$ cat src/hw/rtl/lease_lock_with_wait_queue_unit_defines.svh
// Assertion macros for the lease lock unit.
// Define NO_ASSERTIONS to compile them out.
`ifndef LEASE_LOCK_WITH_WAIT_QUEUE_UNIT_DEFINES_SVH
`define LEASE_LOCK_WITH_WAIT_QUEUE_UNIT_DEFINES_SVH
`ifndef NO_ASSERTIONS
// same-cycle implication
`define LLWQ_ASSERT_IMP(lbl, clk, rst, ante, cons, msg) \
   lbl: assert property (@(posedge clk) disable iff (rst) (ante) |-> (cons)) \
      else $error(msg);
// next-cycle implication
`define LLWQ_ASSERT_NXT(lbl, clk, rst, ante, cons, msg) \
   lbl: assert property (@(posedge clk) disable iff (rst) (ante) |=> (cons)) \
      else $error(msg);
`else
`define LLWQ_ASSERT_IMP(lbl, clk, rst, ante, cons, msg)
`define LLWQ_ASSERT_NXT(lbl, clk, rst, ante, cons, msg)
`endif
`endif

$ cat src/hw/rtl/llwq_pkg.sv
package llwq_pkg;

   // default sizes
   localparam int QUEUE_DEPTH_DEF = 8;
   localparam int ID_BITS_DEF     = 16;

   // action codes
   localparam logic [1:0] ACT_STATIC = 2'd0;
   localparam logic [1:0] ACT_TEMP   = 2'd1;
   localparam logic [1:0] ACT_TICK   = 2'd2;
   localparam logic [1:0] ACT_UNUSED = 2'd3;

   // response codes
   localparam logic [1:0] RESP_FILLED   = 2'd0;
   localparam logic [1:0] RESP_QUEUED   = 2'd1;
   localparam logic [1:0] RESP_REJECTED = 2'd2;
   localparam logic [1:0] RESP_NONE     = 2'd3;

   // lock state codes
   localparam logic [1:0] LOCK_NONE   = 2'd0;
   localparam logic [1:0] LOCK_STATIC = 2'd1;
   localparam logic [1:0] LOCK_TEMP   = 2'd2;

   // per-cycle commands broadcast to every queue cell
   typedef struct packed {
      logic append;   // empty cell right after the last entry takes the id
      logic refresh;  // matching cell marks itself fresh
      logic age;      // drop stale entries, mark the rest stale
      logic shift;    // cells at or above the first hole take the upper neighbor
   } cell_ctl_type;

endpackage

$ cat src/hw/rtl/llwq_cell.sv
module llwq_cell
   import llwq_pkg::*;
#(
   parameter int ID_BITS = ID_BITS_DEF
) (
   input  logic               clock,
   input  logic               reset,
   input  cell_ctl_type       ctl,
   input  logic [ID_BITS-1:0] req_id,
   input  logic               prev_valid,
   input  logic               hole_in,
   input  logic               next_valid,
   input  logic [ID_BITS-1:0] next_id,
   input  logic               next_fresh,
   output logic               valid,
   output logic               fresh,
   output logic [ID_BITS-1:0] id,
   output logic               hit,
   output logic               hole_out
);

   logic               valid_ff, valid_in;
   logic               fresh_ff, fresh_in;
   logic [ID_BITS-1:0] id_ff, id_in;
   logic               hole;

   assign hit      = valid_ff && (id_ff == req_id);
   // a hole at or below this cell pulls everything above it down by one
   assign hole     = hole_in || !valid_ff;
   assign hole_out = hole;

   // next entry contents
   always_comb begin
      valid_in = valid_ff;
      fresh_in = fresh_ff;
      id_in    = id_ff;
      priority if (ctl.shift) begin
         if (hole) begin
            valid_in = next_valid;
            fresh_in = next_fresh;
            id_in    = next_id;
         end
      end else if (ctl.age) begin
         valid_in = valid_ff && fresh_ff;
         fresh_in = 1'b0;
      end else if (ctl.append && !valid_ff && prev_valid) begin
         valid_in = 1'b1;
         fresh_in = 1'b1;
         id_in    = req_id;
      end else if (ctl.refresh && hit) begin
         fresh_in = 1'b1;
      end else begin
         fresh_in = fresh_ff;
      end
   end

   always_ff @(posedge clock) begin
      if (reset) begin
         valid_ff <= 1'b0;
      end else begin
         valid_ff <= valid_in;
      end
   end

   // entry payload, meaningful only while valid
   always_ff @(posedge clock) begin
      fresh_ff <= fresh_in;
      id_ff    <= id_in;
   end

   assign valid = valid_ff;
   assign fresh = fresh_ff;
   assign id    = id_ff;

endmodule

$ cat src/hw/rtl/lease_lock_with_wait_queue_unit.sv
// Channel  | Ports                                           | Direction
// ---------+-------------------------------------------------+----------
// request  | req_valid req_ready req_action req_requester    | in
// response | rsp_valid rsp_ready rsp_response rsp_lock_state | out
//          | rsp_queue_length                                |
//
// Each lock request executes in the cell chain, then loads the output register
// while the next word is taken when words arrive back to back. An aging tick
// ages the queue in the cell chain; the queue then closes its gaps by shifting
// one slot per cycle down the cell chain before the result loads.
// Reset empties the queue and clears the static holder.
// A stalled result holds in the output register; one more word is taken
// behind it and executed, then input waits until the result leaves.
`include "lease_lock_with_wait_queue_unit_defines.svh"

module lease_lock_with_wait_queue_unit
   import llwq_pkg::*;
#(
   parameter int QUEUE_DEPTH = QUEUE_DEPTH_DEF,
   parameter int ID_BITS     = ID_BITS_DEF,
   localparam int CNT_W      = $clog2(QUEUE_DEPTH + 1)
) (
   input  logic               clock,
   input  logic               reset,
   input  logic               req_valid,
   output logic               req_ready,
   input  logic [1:0]         req_action,
   input  logic [ID_BITS-1:0] req_requester,
   output logic               rsp_valid,
   input  logic               rsp_ready,
   output logic [1:0]         rsp_response,
   output logic [1:0]         rsp_lock_state,
   output logic [CNT_W-1:0]   rsp_queue_length
);

   typedef enum logic [3:0] {
      ST_IDLE    = 4'b0001,
      ST_EXEC    = 4'b0010,
      ST_COMPACT = 4'b0100,
      ST_OUT     = 4'b1000
   } fsm_state_type;

   fsm_state_type       state_ff, state_in;
   logic [1:0]          action_ff;
   logic [ID_BITS-1:0]  req_id_ff;
   logic [ID_BITS-1:0]  holder_ff, holder_in;
   logic [1:0]          resp_code_ff, resp_code_in;
   logic                rsp_valid_ff;
   logic [1:0]          rsp_response_ff;
   logic [1:0]          rsp_lock_state_ff;
   logic [CNT_W-1:0]    rsp_queue_length_ff;

   cell_ctl_type           cell_ctl;
   logic [QUEUE_DEPTH-1:0] valid_vec, fresh_vec, hit_vec, hole_vec, gap_vec, edge_vec;
   logic [ID_BITS-1:0]     id_arr [QUEUE_DEPTH];
   logic [CNT_W-1:0]       queue_cnt;
   logic                   out_free, accept, load_out, hit_any, gap_any, full, empty;
   logic [1:0]             lock_now;

   // ---- cell chain ----
   for (genvar i = 0; i < QUEUE_DEPTH; i++) begin : g_cell
      logic               prev_v, hole_i, next_v, next_f;
      logic [ID_BITS-1:0] next_i;

      if (i == 0) begin : g_first
         assign prev_v = 1'b1;
         assign hole_i = 1'b0;
      end else begin : g_rest
         assign prev_v = valid_vec[i-1];
         assign hole_i = hole_vec[i-1];
      end

      if (i == QUEUE_DEPTH - 1) begin : g_last
         assign next_v     = 1'b0;
         assign next_f     = 1'b0;
         assign next_i     = '0;
         assign gap_vec[i] = 1'b0;
         assign edge_vec[i] = valid_vec[i];
      end else begin : g_mid
         assign next_v     = valid_vec[i+1];
         assign next_f     = fresh_vec[i+1];
         assign next_i     = id_arr[i+1];
         assign gap_vec[i] = !valid_vec[i] && valid_vec[i+1];
         assign edge_vec[i] = valid_vec[i] && !valid_vec[i+1];
      end

      llwq_cell #(
         .ID_BITS (ID_BITS)
      ) u_cell (
         .clock      (clock),
         .reset      (reset),
         .ctl        (cell_ctl),
         .req_id     (req_id_ff),
         .prev_valid (prev_v),
         .hole_in    (hole_i),
         .next_valid (next_v),
         .next_id    (next_i),
         .next_fresh (next_f),
         .valid      (valid_vec[i]),
         .fresh      (fresh_vec[i]),
         .id         (id_arr[i]),
         .hit        (hit_vec[i]),
         .hole_out   (hole_vec[i])
      );
   end

   // queue status; entries are packed from cell 0 whenever compaction is done
   assign hit_any = |hit_vec;
   assign gap_any = |gap_vec;
   assign full    = valid_vec[QUEUE_DEPTH-1];
   assign empty   = !valid_vec[0];

   // length from the top edge of the packed valid bits
   always_comb begin
      queue_cnt = '0;
      for (int i = 0; i < QUEUE_DEPTH; i++) begin
         if (edge_vec[i]) begin
            queue_cnt = queue_cnt | CNT_W'(i + 1);
         end
      end
   end

   always_comb begin
      if (holder_ff != '0) begin
         lock_now = LOCK_STATIC;
      end else if (valid_vec[0]) begin
         lock_now = LOCK_TEMP;
      end else begin
         lock_now = LOCK_NONE;
      end
   end

   // ---- handshake ----
   assign out_free  = !rsp_valid_ff || rsp_ready;
   assign req_ready = (state_ff == ST_IDLE) || ((state_ff == ST_OUT) && out_free);
   assign accept    = req_valid && req_ready;

   // ---- sequencer ----
   always_comb begin
      state_in     = state_ff;
      cell_ctl     = '0;
      holder_in    = holder_ff;
      resp_code_in = resp_code_ff;
      load_out     = 1'b0;
      unique case (state_ff)
         ST_IDLE: begin
            if (accept) begin
               state_in = ST_EXEC;
            end
         end
         ST_EXEC: begin
            state_in = ST_OUT;
            unique case (action_ff)
               ACT_STATIC: begin
                  if ((holder_ff == '0) && empty) begin
                     holder_in    = req_id_ff;
                     resp_code_in = RESP_FILLED;
                  end else begin
                     resp_code_in = RESP_REJECTED;
                  end
               end
               ACT_TEMP: begin
                  if (hit_any) begin
                     cell_ctl.refresh = 1'b1;
                     resp_code_in     = hit_vec[0] ? RESP_FILLED : RESP_QUEUED;
                  end else if (full) begin
                     resp_code_in = RESP_REJECTED;
                  end else begin
                     cell_ctl.append = 1'b1;
                     resp_code_in    = empty ? RESP_FILLED : RESP_QUEUED;
                  end
               end
               ACT_TICK: begin
                  cell_ctl.age = 1'b1;
                  resp_code_in = RESP_NONE;
                  state_in     = ST_COMPACT;
               end
               ACT_UNUSED: begin
                  resp_code_in = RESP_NONE;
               end
            endcase
         end
         ST_COMPACT: begin
            if (gap_any) begin
               cell_ctl.shift = 1'b1;
            end else begin
               state_in = ST_OUT;
            end
         end
         ST_OUT: begin
            if (out_free) begin
               load_out = 1'b1;
               state_in = accept ? ST_EXEC : ST_IDLE;
            end
         end
         default: begin
            state_in = ST_IDLE;
         end
      endcase
   end

   always_ff @(posedge clock) begin
      if (reset) begin
         state_ff     <= ST_IDLE;
         holder_ff    <= '0;
         rsp_valid_ff <= 1'b0;
      end else begin
         state_ff  <= state_in;
         holder_ff <= holder_in;
         if (load_out) begin
            rsp_valid_ff <= 1'b1;
         end else if (rsp_ready) begin
            rsp_valid_ff <= 1'b0;
         end
      end
   end

   // captured word and result payload
   always_ff @(posedge clock) begin
      resp_code_ff <= resp_code_in;
      if (accept) begin
         action_ff <= req_action;
         req_id_ff <= req_requester;
      end
      if (load_out) begin
         rsp_response_ff     <= resp_code_ff;
         rsp_lock_state_ff   <= lock_now;
         rsp_queue_length_ff <= queue_cnt;
      end
   end

   assign rsp_valid        = rsp_valid_ff;
   assign rsp_response     = rsp_response_ff;
   assign rsp_lock_state   = rsp_lock_state_ff;
   assign rsp_queue_length = rsp_queue_length_ff;

   // ---- checks ----
   `LLWQ_ASSERT_IMP(a_ids_unique, clock, reset, 1'b1, $onehot0(hit_vec), "duplicate queue id")
   `LLWQ_ASSERT_IMP(a_packed_out, clock, reset, state_ff == ST_OUT, gap_vec == '0, "queue not packed")
   `LLWQ_ASSERT_NXT(a_append_grows, clock, reset, (state_ff == ST_EXEC) && cell_ctl.append, $countones(valid_vec) == $countones($past(valid_vec)) + 1, "append lost")

endmodule
$ cat config.mk
export PLATFORM = sky130hd
export DESIGN_NAME = lease_lock_with_wait_queue_unit
export DESIGN_NICKNAME = d
export VERILOG_FILES = /design/src/hw/rtl/llwq_pkg.sv /design/src/hw/rtl/llwq_cell.sv /design/src/hw/rtl/lease_lock_with_wait_queue_unit.sv
export VERILOG_INCLUDE_DIRS = /design/src /design/src/hw/rtl
export SDC_FILE = /design/constraint.sdc
export NUM_CORES = 1
export LEC_CHECK = 0
export BUFFER_PORTS_ARGS = -buffer_cell sky130_fd_sc_hd__buf_2
export CAP_MARGIN = 15
export CORE_ASPECT_RATIO = 1.75
export CORE_UTILIZATION = 30
export DETAILED_ROUTE_END_ITERATION = 16
export GPL_TIMING_DRIVEN = 0
export SLEW_MARGIN = 40
export SYNTH_ARGS = -nofsm -noshare
export SYNTH_HDL_FRONTEND = slang
export SYNTH_HIERARCHICAL = 1
export SYNTH_SLANG_ARGS = --single-unit
$ cat constraint.sdc
create_clock -name clock -period 5.75 [get_ports clock]
set_input_delay 1.15 -clock clock [delete_from_list [all_inputs] [get_ports clock]]
set_output_delay 1.15 -clock clock [all_outputs]
set_load 0.02 [all_outputs]
==> metrics.cfg, run 1 <==
[cts]
holdBufCountCts = 0
ctsHtreeMaxLevel = 4
ctsResizeCount = 0
cts_sinks = 193
clock_tree.root_cell = clkbuf_16
clk_latency_ps = 450
clock_path_buffers = 2
tritoncts = done
postCtsSetupRepairBufs = 0
numCtsBuffers = 17
path_clk_slew_ps = 70

[global_routing]
grt_pass1_wl_mm = 35.4
antenna_found_initial = 1
grt_use_total_pct = 13.5
grt_pass1_vias = 6636
grt_max_degree = 42
overflow = 0

[finish]
layoutNonFillerInstCount = 1326
final_cell_area_sq_mm = 0.0117
layout-drive-gt1-share_pct = 31.2
antenna_cells = 0
register_area_sq_mm = 0.00551
multiInputGateArea_sq_mm = 0.00452
layout.nets = 885
area_growth_pct = 15.7
nFillCells = 3212

[logic_synthesis]
ys_async_sr_fraction_pct = 0
yosysTopAreaCellShare_pct = 48.6
synthTopCellsByArea = edfxtp_1, mux2_2, xor2_1
avgSynthCellArea_sq_um = 13.1
ys_top_cells_by_count = edfxtp_1, mux2_2, xor2_1
synth_top_area_cell = edfxtp_1
synth_seq_area_share_pct = 54.3
synth.most_common_cell = edfxtp_1
ys_types = 45
synthesis.area_sq_mm = 0.0101
postSynthCellCount = 776
ys_seq_elements = 193
synth-edff-count = 164
yosys_warnings = 6
synth_flop_cell = edfxtp_1

[setup_path]
cpMaxStageDelayCell = edfxtp_1
worst_setup_path_start_kind = flop
cpMostUsedCell = buf_2
path_class = reg2reg
cp_cell_sequence = xor2_1, nor4_1, nand4_1, nor2_1, or4_1, nor4_2, buf_2, buf_2, a31oi_1, o21ai_2, buf_4
cp.arrival_ps = 4260
cp.required_ps = 5910
end_kind = flop
path_max_fanout = 17
max_stage_delay_ps = 880

[pwr]
irDropWorstVdd_v = 0.000129
p_per_area_mw_per_mm2 = 255
total_power_mw = 2.99
p_leak_nw = 3.79

[sta]
setup_tns_ps = 0
fin_crit_ps = 4100
worst_pin_slew_ps = 827
rsz0062_at_grt = false
fin_crit_sh_pct = 71.4
slew_violations = 0
setup_viol = 0
fin_skew_ps = 8.48
max_slew_margin_pct = 44.9
hold_viol = 0
fmax_mhz = 244
finalHoldWorstSlack_ps = 422

[floorplan]
rows = 88
dieWidth_microns = 141
coreArea_sq_mm = 0.0331
pin_count = 32
initial_core_util_pct = 30.6
die_area_sq_mm = 0.0346
die_y_microns = 245

[route]
wirelength_mm = 21.6
routed_via_density = 4.69
dr.pass1.iters = 5
ant_nets = 0
routed-via-count = 6223
initialDrtViolationCount = 293
drc = 0
wl_per_cell_microns = 16.3

[placed_design]
dp_hpwl_mm = 16.1
place.gp.congestion = 0.760
port_buffers = 31
dp_cells = 1289
dpl_cell_area_sq_mm = 0.0111

[run_status]
status = finished clean

[worst_hold_path]
min_path_type = reg2reg

[job]
drv_cap = 0

==> metrics by stage <==
step,util [%],setup slack [ps]
floorplan,-,1050
global placement,33.0,-1550
CTS,35.2,1620
global route,35.4,1410
detailed placement,33.5,1640
finish,35.4,1650
==> worst max-delay path: cells and delay by family, from the launching register on <==
family / cells / cell delay [ps]
AO/OA/AOI/OAI: 2 / 550
flip-flops: 1 / 880
buffers and inverters: 3 / 730
AND/OR/NAND/NOR: 5 / 1370
XOR/XNOR: 1 / 240
==> per-layer routing <==
metal | part of all wire (%) | up-vias | track usage (%) | routed length, microns
met2 | 57 | 68 | 26.6 | 12400
met5 | 0.079 | - | 0 | 17
met1 | 38 | 3068 | 13.3 | 8230
met4 | 2.4 | 2 | 5.88 | 514
met3 | 2.2 | 32 | 2.63 | 481
li1 | - | 3053 | - | -
==> path summary, 6_finish.rpt <==
path,from,to,slack (ps),cells after the start
setup / recovery,req_id_ff[0],g_cell[5].u_cell/id[0],1650,11
hold / removal,resp_code_ff[0],rsp_response[0],420,0
setup reg to reg,req_id_ff[0],g_cell[5].u_cell/id[0],1650,11
hold reg to reg,resp_code_ff[0],rsp_response[0],420,0
==> layout make-up <==
cell class              instances  area share [%]
plain buffers                  22            1.14
clock buffers                  20            3.99
clock inverters                12           0.939
inverters                      30           0.960
multi-input cells             552            38.5
flip-flops and latches        193            46.9
well taps                     450            4.80
repair buffers                 47            2.71
==> logic make-up after synthesis <==
kind of cell    synth area share (%)
simple gates                    8.71
compound gates                  8.32
buf+inv                         2.43
mux                             15.0
xor+xnor                        11.1
flops                           54.3
other cells                   0.0741
==> flip-flops by register name, indices dropped and copies added, names as in the netlist <==
signal / flops
resp_code_ff: 2
g_cell.u_cell/fresh: 8
g_cell.u_cell/id: 128
rsp_response: 2
action_ff: 2
req_id_ff: 16
g_cell.u_cell/valid: 8
rsp_lock_state: 2
rsp_queue_length: 4
state_ff: 4
rsp_valid: 1
holder_ff: 16
==> power breakdown <==
group	switching (mW)	total, mW	leakage [nW]	internal (mW)
logic	0.0982	0.210	1.77	0.111
registers	0.0579	1.60	1.72	1.54
clock network	0.569	1.18	0.289	0.609
total	0.725	2.99	3.79	2.26
==> layout by cell type (no fill, tap or decap), types with 18 or more instances in the layout <==
cell,instances
buf_2,50
clkbuf_16,18
conb_1,23
dfxtp_1,29
edfxtp_1,164
inv_1,29
mux2_2,128
nand2_1,43
nor2_1,28
o21ai_0,20
xnor2_1,32
xor2_1,97
Note: power is estimated with default switching activity, not from simulation.
==> inputs of run 2 (changes only) <==
- ABC_AREA: unset -> 1
- clock period: 5.75 -> 3.62 ns (I/O delays scaled with it)
==> run 2 against run 1 <==
Effect of this change:
- worst hold slack gained 7.9 ps
- synthesized cell count increased by 100%
- via count grew 66%
==> metrics.cfg, run 2 <==
[finish]
largest_reg_flops = 128  ; unchanged
antenna_cells = 0  ; unchanged
area_growth_pct = 17.1
multiInputGateArea_sq_mm = 0.00508  ; +12%
layout_common_cells = nand2_1, inv_1, nor2_1, edfxtp_1, o21ai_0
layout-drive-gt1-share_pct = 10.4  ; -21 points
layout.nets = 1725  ; +95%
final_util_pct = 35.9  ; +0.46 points
register_area_sq_mm = 0.00551  ; unchanged
nFillCells = 3970  ; +24%
final_common_cell = nand2_1

[route]
dr.pass1.iters = 5  ; unchanged
initialDrtViolationCount = 537  ; +83%
routed-via-count = 10300  ; +66%
wl_per_cell_microns = 16.1  ; -1.0%
ant_nets = 0  ; unchanged
drc = 0  ; unchanged
routed_via_density = 4.70  ; +0.24%
wirelength_mm = 35.5  ; +64%

[cts]
cts_sinks = 193  ; unchanged
holdBufCountCts = 0  ; unchanged
clk_latency_ps = 460  ; about the same
path_clk_slew_ps = 80  ; about the same
clock_path_buffers = 2  ; unchanged
tritoncts = done
ctsHtreeMaxLevel = 4  ; unchanged
numCtsBuffers = 17  ; unchanged
clock_tree.root_cell = clkbuf_16

[pwr]
p_per_area_mw_per_mm2 = 390  ; +53%
irDropWorstVdd_v = 0.000299  ; +130%
p_leak_nw = 6.11  ; +61%

[setup_path]
ff2ff_setup_slack_ps = 160  ; -1480 ps
worst_setup_path_start_kind = flop
crit_buf_inv = 4  ; +1
cpMaxStageDelayCell = edfxtp_1
cp.required_ps = 3780  ; -2130 ps
startpoint = req_id_ff[7]
timing.critical_path.to = g_cell[4].u_cell/id[10]
path_max_fanout = 12  ; -5
cpMostUsedCell = nand2_1
max_stage_delay_ps = 610  ; -270 ps
end_kind = flop
cp.depth = 13  ; +2
reg2reg_from = req_id_ff[7]
timing.rr.end = g_cell[4].u_cell/id[10]
cp.arrival_ps = 3610  ; -650 ps
ff2ff_path_depth = 13  ; +2
cp_cell_sequence = buf_6, inv_1, nand2_1, nand4_1, nand3b_1, nor3_1, nor2_1, nand2_1, nor4_4, buf_2, nand3_1, o22ai_2, buf_4
critPathTopFamily = simple AND/OR/NAND/NOR gates
path_class = reg2reg

[sta]
worst_pin_slew_ps = 692  ; -135 ps
max_slew_margin_pct = 53.8  ; +8.9 points
finalHoldWorstSlack_ps = 430  ; +7.88 ps
slew_violations = 0  ; unchanged
fin_crit_sh_pct = 95.4  ; +24 points
fin_crit_ps = 3460  ; -648 ps
hold_viol = 0  ; unchanged
rsz0062_at_grt = false
setup_viol = 0  ; unchanged
setup_tns_ps = 0  ; unchanged
fmax_mhz = 289  ; +19%
fin_skew_ps = 12.0  ; +3.51 ps

[logic_synthesis]
synthesis.area_sq_mm = 0.0116  ; +14%
avgSynthCellArea_sq_um = 7.29  ; -44%
postSynthCellCount = 1590  ; +100%
yosys_warnings = 6  ; unchanged

[job]
drv_cap = 0  ; unchanged

[floorplan]
coreArea_sq_mm = 0.0379  ; +14%
rows = 94  ; +6.8%
initial_core_util_pct = 30.6  ; about the same
die_y_microns = 262  ; +6.9%
dieWidth_microns = 151  ; +6.8%
pin_count = 32  ; unchanged
die_area_sq_mm = 0.0395  ; +14%

[placed_design]
port_buffers = 31  ; unchanged
place.gp.congestion = 0.893  ; +17%
dp_hpwl_mm = 28.2  ; +75%

[global_routing]
grt_use_total_pct = 18.6  ; +5.1 points
antenna_found_initial = 0  ; -1
grt_pass1_vias = 10400  ; +57%
grt_max_degree = 20  ; -52%
overflow = 0  ; unchanged
grt_pass1_wl_mm = 54.0  ; +53%

[run_status]
status = finished clean

[worst_hold_path]
min_path_type = in2reg

run 2: cell type report:
cell class | count | share of cell area [%]
tap | 480 | 4.42
inverter | 266 | 7.35
buffer | 28 | 1.22
clock inverter | 15 | 1.23
timing repair buffer | 76 | 4.65
multi-input combinational | 1121 | 37.4
sequential | 193 | 40.5
clock buffer | 17 | 3.13
run 2: repair_timing:
| action | in CTS | in global routing |
|---|---|---|
| buffers inserted | 10 | 10 |
| cloned | 0 | 0 |
| pin swaps | 1 | 0 |
| resized for setup | 2 | 0 |
| endpoints found under the setup margin | 62 | 44 |
run 2: metal layers:
metal | track usage, % | part of all wire, %
met1 | 16.3 | 33
met2 | 36.9 | 57
met3 | 2.47 | 2.5
met4 | 14.4 | 7.4
met5 | 0 | 0
run 2: worst min-delay path by stage:
stage | start | to | cells past startpoint
after floorplan | resp_code_ff[0] | rsp_response[0] | 0
after global placement | resp_code_ff[1] | rsp_response[1] | 0
after detailed placement | resp_code_ff[1] | rsp_response[1] | 0
after CTS | req_action[0] | action_ff[0] | 1
after global routing | req_requester[4] | req_id_ff[4] | 1
final | req_action[0] | action_ff[0] | 1
run 2: stage by stage:
step                      cell area (sq um)  cells  setup slack, ps  power (mW)
final                                 13600   2196              165        5.29
after global routing                  13600   2196             1.51        5.50
after CTS                             13500   2186             61.9        5.30
after detailed placement              12800   2144             -127        3.35
after global placement                12400   2119            -2270        3.30
after floorplan                       11700   1608              215        3.06
run 2: power breakdown:
group	internal, mW	switching (mW)
clock	0.984	0.948
sequential	2.48	0.0665
combinational	0.285	0.528
total	3.75	1.54
run 2: worst register-to-register path, delay by kind of cell, from the launching register on:
| family | cells | cell delay (ps) |
|---|---|---|
| AO/OA/AOI/OAI | 1 | 300 |
| buffers and inverters | 4 | 890 |
| flip-flops | 1 | 610 |
| AND/OR/NAND/NOR | 8 | 1350 |
==> inputs of run 3 (changes only) <==
- CORE_UTILIZATION: 30 -> 57
- PLACE_DENSITY: unset -> 0.77
==> run 3 against run 2 <==
Effect of this change:
- core utilization rose by 30 points
- highest routed layer is now met5
- sequential power barely moved
- register-to-register slack got worse by 20 ps
- cell area fell by 3.2%
- critical path type unchanged
- count of clock-buffer cells in the layout rose by 2
- routed wire length fell by 5.1%
==> metrics.cfg, run 3 (synthesis gave the netlist of run 2 again) <==
[setup_path]
path_max_fanout = 12  ; unchanged
worst_setup_path_start_kind = flop
cp.required_ps = 3760  ; -20 ps
cp.arrival_ps = 3620  ; about the same
max_stage_delay_ps = 580  ; -30 ps
end_kind = flop
cpMaxStageDelayCell = edfxtp_1
path_class = reg2reg
ff2ff_setup_slack_ps = 140  ; -20 ps
critPathTopFamily = simple AND/OR/NAND/NOR gates
cp_cell_sequence = buf_6, xnor2_1, nand2_1, nor2_1, nand2_1, nor3_1, nor2_1, nand2_1, nor4_4, buf_2, nand3_1, o22ai_2, buf_4
startpoint = req_id_ff[6]
reg2reg_from = req_id_ff[6]
ff2ff_path_depth = 13  ; unchanged
crit_buf_inv = 3  ; -1
cpMostUsedCell = nand2_1
timing.rr.end = g_cell[1].u_cell/id[5]

[floorplan]
die_y_microns = 191  ; -27%
dieWidth_microns = 110  ; -27%
pin_count = 32  ; unchanged
coreArea_sq_mm = 0.0198  ; -48%
rows = 68  ; -28%
initial_core_util_pct = 58.5  ; +28 points
die_area_sq_mm = 0.0209  ; -47%

[global_routing]
busiest_layer = met2
gr-usage-met3_pct = 6.97  ; +4.5 points
overflow = 0  ; unchanged
antenna_found_initial = 1  ; +1
grt_max_degree = 24  ; +20%
grt_pass1_wl_mm = 52.4  ; -2.9%
grt_use_total_pct = 34.5  ; +16 points
met1_usage_pct = 30.2  ; +14 points
grt_pass1_vias = 10800  ; +3.3%
grt_use_met2_pct = 62.5  ; +26 points

[cts]
clock_path_buffers = 2  ; unchanged
tritoncts = done
clock_tree.root_cell = clkbuf_16
ctsHtreeMaxLevel = 4  ; unchanged
clk_latency_ps = 450  ; about the same
cts_sinks = 193  ; unchanged
holdBufCountCts = 0  ; unchanged
numCtsBuffers = 17  ; unchanged
path_clk_slew_ps = 70  ; about the same

[route]
routed_via_density = 5.39  ; +15%
drc = 0  ; unchanged
routed-via-count = 10500  ; +1.6%
wl_per_cell_microns = 17.3  ; +7.0%
dr.pass1.iters = 7  ; +2
wirelength_mm = 33.7  ; -5.1%
initialDrtViolationCount = 602  ; +12%
ant_nets = 0  ; unchanged

[finish]
final_common_cell = nand2_1
layout-drive-gt1-share_pct = 9.69  ; -0.68 points
layout.nets = 1713  ; -0.70%
largest_reg_flops = 128  ; unchanged
layout_common_cells = nand2_1, inv_1, nor2_1, edfxtp_1, o21ai_0
nFillCells = 1741  ; -56%
antenna_cells = 0  ; unchanged
area_growth_pct = 13.4

[sta]
slew_violations = 0  ; unchanged
rsz0062_at_grt = false
max_slew_margin_pct = 55.3  ; +1.5 points
fmax_mhz = 287  ; -0.70%
worst_pin_slew_ps = 670  ; -21.8 ps
hold_viol = 0  ; unchanged
fin_crit_ps = 3480  ; +24.5 ps
fin_skew_ps = 13.3  ; +1.30 ps
fin_crit_sh_pct = 96.1  ; +0.68 points
setup_viol = 0  ; unchanged
finalHoldWorstSlack_ps = 445  ; +15.3 ps

[pwr]
p_per_area_mw_per_mm2 = 396  ; +1.6%
p_sw_share_pct = 28.0  ; -1.1 points
pwr-share-clk_pct = 36.0  ; -0.5 points
power_frac_seq_pct = 49.1  ; +1.0 points
comb_power_share_pct = 14.9  ; -0.5 points
irDropWorstVdd_v = 0.000318  ; +6.1%
total_power_mw = 5.21  ; -1.6%
switching_power_mw = 1.46  ; -5.3%
p_int_mw = 3.75  ; about the same
p_leak_nw = 6.05  ; -1.0%

[placed_design]
place.gp.congestion = 0.928  ; +4.0%
port_buffers = 31  ; unchanged
dp_hpwl_mm = 25.6  ; -9.4%

[worst_hold_path]
min_path_type = reg2reg
hp-start = resp_code_ff[1]
whs_endpoint = rsp_response[1]
min_path_cells = 0  ; -1

[job]
drv_cap = 0  ; unchanged

[run_status]
status = finished clean

-- run 3: cell types whose count changed in the layout (fill, tap and decap cells not counted), sizes merged --
cell | previous run | this run
clkinv | 6 | 7
buf | 103 | 91
clkinvlp | 1 | 0
clkbuf | 18 | 20
inv | 273 | 270
-- run 3: metrics by stage --
stage | TNS [ps] | instance area [sq um] | setup slack (ps) | std cells | utilization, %
after global routing | 0 | 13100 | 26.1 | 1948 | 66.3
after floorplan | 0 | 11700 | 215 | 1608 | -
final | 0 | 13100 | 140 | 1948 | 66.3
after CTS | 0 | 13100 | 17.8 | 1941 | 65.9
after global placement | -235140 | 12100 | -1810 | 1884 | 61.2
after detailed placement | -5440 | 12400 | -102 | 1905 | 62.7
-- run 3: per-layer routing --
metal  vias up  wire [microns]  share of wire, %
met5         -              13             0.039
met4         2            3260               9.7
met3       166            1680               5.0
met2       343           18000                54
met1      4761           10700                32
li1       5229               -                 -
-- run 3: what timing repair did --
item | in CTS | in global routing
setup endpoints to repair | 69 | 75
cloned | 0 | 0
hold endpoints to repair | 0 | 0
resized for setup | 0 | 2
setup buffers | 5 | 5
-- run 3: worst max path at each step --
stage | endpoint | slack (ps) | cells after the start
floorplan | g_cell[0].u_cell/id[0] | 210 | 12
CTS | g_cell[3].u_cell/id[5] | 20 | 12
finish | g_cell[1].u_cell/id[5] | 140 | 13
detailed placement | g_cell[3].u_cell/id[0] | -100 | 12
global placement | g_cell[7].u_cell/id[12] | -1810 | 12
global route | g_cell[3].u_cell/id[5] | 30 | 13
-- run 3: area by class of cell --
class / instances / area [sq um] / area share [%]
Sequential cell: 193 / 5510 / 41.9
Multi-Input combinational cell: 1121 / 5070 / 38.6
Inverter: 266 / 998 / 7.60
Timing Repair Buffer: 64 / 523 / 3.98
Clock buffer: 19 / 454 / 3.46
Tap cell: 245 / 307 / 2.33
Buffer: 28 / 165 / 1.26
Clock inverter: 12 / 124 / 0.942
-- run 3: power by group through the flow --
stage                     Combinational (mW)  Sequential (mW)  Clock, mW
after floorplan                        0.441             2.62          0
after global placement                 0.569             2.71          0
after detailed placement               0.673             2.65          0
after CTS                              0.715             2.58       1.90
after global routing                   0.866             2.56       1.97
final                                  0.778             2.56       1.87
